File: config.mk
export PLATFORM = sky130hd
export DESIGN_NAME = lcsr_ctrl
export DESIGN_NICKNAME = d
export VERILOG_FILES = /design/src/rtl/lcsr_pkg.sv /design/src/rtl/lcsr_ctrl.sv
export SDC_FILE = /design/constraint.sdc
export NUM_CORES = 1
export LEC_CHECK = 0
export BUFFER_PORTS_ARGS = -buffer_cell sky130_fd_sc_hd__buf_2
export CORE_AREA = 4 4 41 43
export DETAILED_ROUTE_END_ITERATION = 7
export DIE_AREA = 0 0 45 47
export SLEW_MARGIN = 20
export SYNTH_ARGS = -nofsm -noshare
export SYNTH_HDL_FRONTEND = slang
export SYNTH_SLANG_ARGS = --single-unit
export TNS_END_PERCENT = 5
File: constraint.sdc
create_clock -name i_clk -period 1.64 [get_ports i_clk]
set_input_delay 0.164 -clock i_clk [delete_from_list [all_inputs] [get_ports i_clk]]
set_output_delay 0.164 -clock i_clk [all_outputs]
set_load 0.01 [all_outputs]
File: src/rtl/lcsr_pkg.sv
// Shared constants, payload structs and controller command struct for the
// looping crossfade sample reader. No dependencies; imported by every module.
package lcsr_pkg;

    // Sizing of the sample store and the crossfade
    localparam int MEM_DEPTH   = 65536;
    localparam int FADE_LENGTH = 2048;
    localparam int SAMPLE_BITS = 16;

    localparam int ADDR_BITS  = $clog2(MEM_DEPTH);
    localparam int POS_BITS   = 16;
    localparam int COUNT_BITS = 17;

    // Configuration port
    localparam int CFG_INDEX_BITS = 3;
    localparam int CFG_DATA_BITS  = 17;
    localparam logic [CFG_INDEX_BITS-1:0] CFG_LOOP_FIRST   = CFG_INDEX_BITS'(0);
    localparam logic [CFG_INDEX_BITS-1:0] CFG_LOOP_LAST    = CFG_INDEX_BITS'(1);
    localparam logic [CFG_INDEX_BITS-1:0] CFG_SAMPLE_COUNT = CFG_INDEX_BITS'(2);
    localparam logic [CFG_INDEX_BITS-1:0] CFG_REVERSE_PLAY = CFG_INDEX_BITS'(3);
    localparam logic [CFG_INDEX_BITS-1:0] CFG_TWO_CHANNELS = CFG_INDEX_BITS'(4);

    // Loop bound normalization
    localparam logic [COUNT_BITS-1:0] POS_LIMIT   = COUNT_BITS'(65536);
    localparam logic [COUNT_BITS-1:0] LOOP_WIDEN  = COUNT_BITS'(4100);
    localparam logic [POS_BITS:0]     FADE_LEN_W  = (POS_BITS+1)'(FADE_LENGTH);

    // Q1.15 gain
    localparam int GAIN_BITS = 16;
    localparam int GAIN_FRAC = 15;
    localparam logic [GAIN_BITS-1:0] GAIN_ONE = GAIN_BITS'(32768);

    // Gain quotient (g * 2^15 + d/2) / d by reciprocal multiply, d = FADE_LENGTH-1
    localparam int     FADE_BITS  = $clog2(FADE_LENGTH);
    localparam int     X_BITS     = FADE_BITS + GAIN_FRAC;
    localparam longint RECIP_VAL  = (longint'(1) << X_BITS) / longint'(FADE_LENGTH - 1);
    localparam int     RECIP_BITS = $clog2(RECIP_VAL + 1);
    localparam logic [RECIP_BITS-1:0] FADE_RECIP = RECIP_BITS'(RECIP_VAL);
    localparam logic [X_BITS-1:0]     FADE_DIV   = X_BITS'(FADE_LENGTH - 1);
    localparam logic [X_BITS-1:0]     FADE_HALF  = X_BITS'((FADE_LENGTH - 1) / 2);

    // Cycles for the bound pipeline to follow a configuration write
    localparam int SETTLE_BITS = 3;
    localparam logic [SETTLE_BITS-1:0] SETTLE_CYCLES = SETTLE_BITS'(4);

    typedef struct packed {
        logic                          mode;
        logic [POS_BITS-1:0]           load_address;
        logic signed [SAMPLE_BITS-1:0] load_left;
        logic signed [SAMPLE_BITS-1:0] load_right;
    } t_in_item;

    typedef struct packed {
        logic signed [SAMPLE_BITS-1:0] out_left;
        logic signed [SAMPLE_BITS-1:0] out_right;
        logic [POS_BITS-1:0]           read_position;
        logic                          in_fade;
    } t_out_item;

    // Controller to datapath commands, at most one step active per cycle
    typedef struct packed {
        logic mem_we;
        logic fix_pos;
        logic rd_cur;
        logic rd_part;
        logic quot;
        logic gain;
        logic mult;
        logic finish;
    } t_dp_cmd;

endpackage

File: src/rtl/lcsr_ctrl.sv
// Sequencer for the looping crossfade sample reader: input/output handshakes,
// configuration settle counter and the per-tick step commands. Uses lcsr_pkg.
module lcsr_ctrl (
    input  logic             i_clk,
    input  logic             i_rst_n,
    input  logic             i_in_valid,
    input  logic             i_in_mode,
    output logic             o_in_stall,
    output logic             o_out_valid,
    input  logic             i_out_stall,
    input  logic             i_cfg_we,
    output lcsr_pkg::t_dp_cmd o_cmd
);
    import lcsr_pkg::*;

    localparam logic [2:0] ST_IDLE  = 3'd0;
    localparam logic [2:0] ST_POS   = 3'd1;
    localparam logic [2:0] ST_RCUR  = 3'd2;
    localparam logic [2:0] ST_RPART = 3'd3;
    localparam logic [2:0] ST_QUOT  = 3'd4;
    localparam logic [2:0] ST_GAIN  = 3'd5;
    localparam logic [2:0] ST_MULT  = 3'd6;
    localparam logic [2:0] ST_OUT   = 3'd7;

    logic [2:0]             r_state;
    logic [2:0]             n_state;
    logic [SETTLE_BITS-1:0] r_settle;
    logic                   r_out_valid;
    logic                   w_in_xfer;
    logic                   w_out_free;

    assign o_in_stall  = (r_state != ST_IDLE) || (r_settle != '0) || i_cfg_we;
    assign w_in_xfer   = i_in_valid && !o_in_stall;
    assign w_out_free  = !r_out_valid || !i_out_stall;
    assign o_out_valid = r_out_valid;

    // Next state: a play tick walks the step sequence, a load stays in idle
    always_comb begin
        n_state = r_state;
        unique case (r_state)
            ST_IDLE:  if (w_in_xfer && i_in_mode) n_state = ST_POS;
            ST_POS:   n_state = ST_RCUR;
            ST_RCUR:  n_state = ST_RPART;
            ST_RPART: n_state = ST_QUOT;
            ST_QUOT:  n_state = ST_GAIN;
            ST_GAIN:  n_state = ST_MULT;
            ST_MULT:  n_state = ST_OUT;
            ST_OUT:   if (w_out_free) n_state = ST_IDLE;
            default:  n_state = ST_IDLE;
        endcase
    end

    // Datapath commands
    always_comb begin
        o_cmd         = '0;
        o_cmd.mem_we  = w_in_xfer && !i_in_mode;
        o_cmd.fix_pos = (r_state == ST_POS);
        o_cmd.rd_cur  = (r_state == ST_RCUR);
        o_cmd.rd_part = (r_state == ST_RPART);
        o_cmd.quot    = (r_state == ST_QUOT);
        o_cmd.gain    = (r_state == ST_GAIN);
        o_cmd.mult    = (r_state == ST_MULT);
        o_cmd.finish  = (r_state == ST_OUT) && w_out_free;
    end

    // State, settle counter and output valid
    always_ff @(posedge i_clk) begin
        if (!i_rst_n) begin
            r_state     <= ST_IDLE;
            r_settle    <= SETTLE_CYCLES;
            r_out_valid <= 1'b0;
        end else begin
            r_state <= n_state;
            if (i_cfg_we) begin
                r_settle <= SETTLE_CYCLES;
            end else if (r_settle != '0) begin
                r_settle <= r_settle - SETTLE_BITS'(1);
            end
            if (o_cmd.finish) begin
                r_out_valid <= 1'b1;
            end else if (!i_out_stall) begin
                r_out_valid <= 1'b0;
            end
        end
    end

endmodule

Word level (Yosys, flattened, before mapping)
Index checks and enable logic that the tools add are counted.
W data, S select, Z words.
Word-level totals
  register bits after elaboration: 7
  bits in latches: 0
  bits in writable memories: 0
  memory bits (read-only): 0
  bits of input ports: 6
  output and inout bits: 10
  memories: 0
Operators by class
  add/subtract/negate cells: 1
  $mul: 0
  divide/modulo/power cells: 0
  magnitude comparators: 0
  equality and inequality tests: 10
  shift-type cells: 0
  muxes and demuxes: 5
  bitwise logic cells: 1
  reductions and logical operators: 16
Operator list (count)
  $pmux W3 S8: 1
  $eq A3 B3 Y1 const B: 4
  $eq A3 B2 Y1 const B: 2
  $mux W3: 2
  $reduce_bool A3 Y1: 2
  $logic_and A1 B1 Y1: 4
  $logic_not A1 Y1: 4
  $ne A2 B2 Y1 const B: 2
  $eq A3 B1 Y1 const B: 1
  $logic_not A3 Y1: 1
  $logic_or A1 B1 Y1: 3
  $sub A3 B1 Y3 const B: 1
  $mux W1: 2
  $ne A2 B1 Y1 const B: 1
  $reduce_and A2 Y1: 1
  $reduce_or A2 Y1: 1
  $not A1 Y1: 1

Depth between registers and ports, before layout
  word-level depth: 8
  gate-level depth with buffers: 6
  mapped depth without buffers: 6

Worst setup path after synthesis
No wires, ideal clock.
  path kind: register to output
  start: register r_settle[0]
  end: output o_cmd[7] in the netlist's numbering
  arrival: 1.195 ns
  data required time: 1.476 ns
  path slack: 0.281 ns
  stages on the path, launching flop included: 7
  path buffers: 0
  cell sequence: dfxtp_1 inv_1 ha_1 nand2b_1 nor2_1 nand2_1 nor3b_1
RTL lines
  from (decl): line lcsr_ctrl.sv:27  | logic [SETTLE_BITS-1:0] r_settle;
  from (signal assigned): line lcsr_ctrl.sv:77  | r_settle <= r_settle - SETTLE_BITS'(1);
  to (decl): line lcsr_ctrl.sv:12  | output lcsr_pkg::t_dp_cmd o_cmd

==> qor_table.md <==
| Quantity | Value | Unit |
|---|---|---|
| Drt pass-1 iters | 3 | - |
| Initial core utilization | 36.73 | % |
| Synthesized cell area | 478.0 | µm² |
| Final cycle utilization of the critical path | 92.28 | % |
| VDD IR-drop max | 296.8 | µV |
| CTS sink count | 7 | - |
| Area of the core region | 1301 | µm² |
| Share of post-route cells with drive strength above 1 | 51.95 | % |
| Most frequent cells after synthesis | sky130_fd_sc_hd__nand2_1, sky130_fd_sc_hd__dfxtp_1, sky130_fd_sc_hd__ha_1, sky130_fd_sc_hd__inv_1, sky130_fd_sc_hd__nor2_1 | - |
| Pin count of the biggest net entering global routing | 11 | - |
| Worst-path maximum fanout | 6 | - |
| Congestion Overflow GR | 0 | - |
| Via count of the first global-routing pass | 403 | - |
| Area used by multi-input combinational logic | 361.6 | µm² |
| Via count | 441 | - |
| Antenna diode count | 0 | - |
| Warnings, synthesis | 0 | - |
| Critical Path Max Stage Delay | 0.32 | ns |
| Root Driver | sky130_fd_sc_hd__clkbuf_4 | - |
| Fmax achieved | 660.7 | MHz |
| Pwr dens | 617.1 | nW/µm² |
| Die H | 47 | µm |
| Slew @ Worst Pin | 0.3112 | ns |
| Total buffers and inverters traversed by the critical path | 2 | - |
| Layout-stage area growth over the synthesis result | 37.96 | % |
| Sequence of cells on the critical path | inv_2 > ha_4 > nand2b_4 > nor2_1 > nand2_1 > nor3b_2 > buf_2 | - |
| DRC violations left | 0 | - |
| Leakage | 0.3259 | nW |
| Tmin final | 1.513 | ns |
| CTS tree | yes | - |
| Tot GR Track Use | 12.02 | % |
| Max-slew violations | 0 | - |
| Number of enable-type register cells in the synthesized netlist | 0 | - |
| Hold bufs inserted after CTS | 0 | - |
| Cell row count | 13 | - |
| Number of synthesized register bits | 7 | - |
| Total I/O pin count | 16 | - |
| Average instance area after synthesis | 8.535 | µm² |
| Global-route wire length before repair | 1.731 | mm |
| Cell family contributing the most delay on the critical path | simple AND/OR/NAND/NOR gates | - |
| Dominant cells by area after synthesis | sky130_fd_sc_hd__dfxtp_1, sky130_fd_sc_hd__ha_1, sky130_fd_sc_hd__nand2_1, sky130_fd_sc_hd__and2b_2, sky130_fd_sc_hd__and2_2 | - |
| Required time worst endpoint | 1.48 | ns |
| Final Skew | 0.01206 | ns |
| Deepest level of the CTS H-tree | 1 | - |
| CTS clk-pin slew, worst paths | 0.06 | ns |
| Overall die width | 45 | µm |
| Number of hold violations in the final report | 0 | - |
| Distinct cells, synth | 21 | - |
| Number of buffers on the longest clock path | 2 | - |
| Master of the slowest instance on the critical path | sky130_fd_sc_hd__dfxtp_1 | - |
| Sequential element share of the synthesized area | 29.32 | % |
| Vias per cell | 4.793 | - |
| Post-detailed-route count of antenna-violating nets | 0 | - |
| Biggest area consumer among synthesized cells | sky130_fd_sc_hd__dfxtp_1 | - |
| Element type at the critical path start | flop | - |
| GPL Wtd Cong | 0.7094 | - |
| Wirelength, routed | 995 | µm |
| Proportion of netlist area held by the largest area contributor | 29.32 | % |
| Syn Inst Count | 56 | - |
| Cell area after placement | 571.8 | µm² |
| Per-cell routed wire length | 10.82 | µm |
| Type of the worst setup path | flop to primary output | - |
| Result of the run | finished, final reports clean | - |
| Setup TNS | 0 | ns |
| Final instance area | 659.4 | µm² |
| Final total power | 0.4069 | mW |
| Number of maximum-capacitance violations | 0 | - |
| DRT iter0 DRCs | 7 | - |
| Kind of path behind the tightest hold check | input pin to flop | - |
| Layout Nets | 90 | - |
| Relative slew margins | 79.23 | % |
| Count of port buffers added during placement | 15 | - |
| Main flop type after synthesis | sky130_fd_sc_hd__dfxtp_1 | - |
| Most numerous cell in the Yosys netlist | sky130_fd_sc_hd__nand2_1 | - |
| FF/Latch Area | 142.6 | µm² |
| Number of fill cells in the layout | 125 | - |
| Total CTS buffers | 3 | - |
| Share of flip-flops with an asynchronous set or reset | 0 | % |
| Worst setup timing slack at the placement stage | 0.2143 | ns |
| Crit path arrival time | 1.35 | ns |
| Net count after synthesis | 68 | - |
| Post-layout worst setup margin | 0.1266 | ns |
| Die area | 2115 | µm² |
| Initial antenna violation count | 0 | - |
| Final setup violation count | 0 | - |
| Detailed placer's ending HPWL | 791.3 | µm |
| Worst-case hold slack | 0.1944 | ns |
| Type of destination of the critical path | primary output | - |
| Clock network latency to the later pin of the worst-skew pair | 0.26 | ns |
==> cell families (layout without fill, tap and decap cells) <==
group	Yosys count	in the layout	share of synthesized area (%)
AND/OR/NAND/NOR	25	25	30.89
AO/OA/AOI/OAI	10	10	14.14
flip-flops	7	7	29.32
adder cells (fa/ha/maj)	6	6	15.71
buffers and inverters	5	26	3.927
multiplexers	2	2	4.189
XOR/XNOR	1	1	1.833
==> registers in the layout, indices dropped and copies added (netlist names) <==
name / cells
o_out_valid: 1
r_settle: 3
r_state: 3
==> worst min-delay path, cell delays in order <==
cell and delay [ns]:
sky130_fd_sc_hd__buf_2 0.11, sky130_fd_sc_hd__nand2_1 0.05, sky130_fd_sc_hd__a21boi_0 0.06
==> where the power goes <==
part           switching, mW  internal [mW]
registers            0.00490          0.177
logic                 0.0316         0.0334
clock network         0.0702         0.0894
==> cell usage in the layout (no fill, tap or decap), drive strengths merged <==
cell type / instances
a211oi: 1
a21boi: 2
a21oi: 2
and2: 3
and2b: 3
and3: 1
buf: 17
clkbuf: 3
clkinv: 1
dfxtp: 7
ha: 6
inv: 5
mux2i: 2
nand2: 8
nand2b: 2
nand3b: 1
nand4: 1
nor2: 4
nor2b: 1
nor3b: 1
o21ai: 2
o31a: 1
o31ai: 2
xnor2: 1
==> per-stage QoR <==
step / utilization, % / instances
finish: 50.67 / 92
global route: 50.67 / 92
CTS: 47.02 / 90
detailed placement: 43.94 / 86
global placement: 43.94 / 86
floorplan: - / 56
==> cell type report <==
class	count	share of cell area, %
Tap cell	15	2.846
Timing Repair Buffer	17	13.66
Multi-Input combinational cell	44	54.84
Clock inverter	1	0.7590
Sequential cell	7	21.63
Clock buffer	3	3.416
Inverter	5	2.846
==> worst paths after layout <==
kind                                   from           to  slack, ns  cells after the start
worst min register to register  r_settle[2]  r_settle[2]       0.48                      1
worst min-delay path            i_out_stall  o_out_valid       0.19                      3
worst max-delay path            r_settle[1]     o_cmd[7]       0.13                      7
worst max register to register   r_state[1]   r_state[0]       0.24                      7
==> timing repair <==
action                                  4_1_cts  5_1_grt
pin swaps                                     0        3
hold endpoints to repair                      0        0
buffers inserted                              0        2
endpoints found under the setup margin        1        1
gates resized for setup                       2       11
==> per-layer routing <==
metal | track usage (%) | share of wire, % | wire length (µm) | vias up
met5 | 0 | 0 | 0 | -
met4 | 10.53 | 2.8 | 28 | 0
met3 | 3.831 | 6.6 | 66 | 4
met2 | 17.80 | 45 | 443 | 13
met1 | 13.90 | 46 | 456 | 193
li1 | - | - | - | 231
Note: power is estimated with default switching activity, not from simulation.
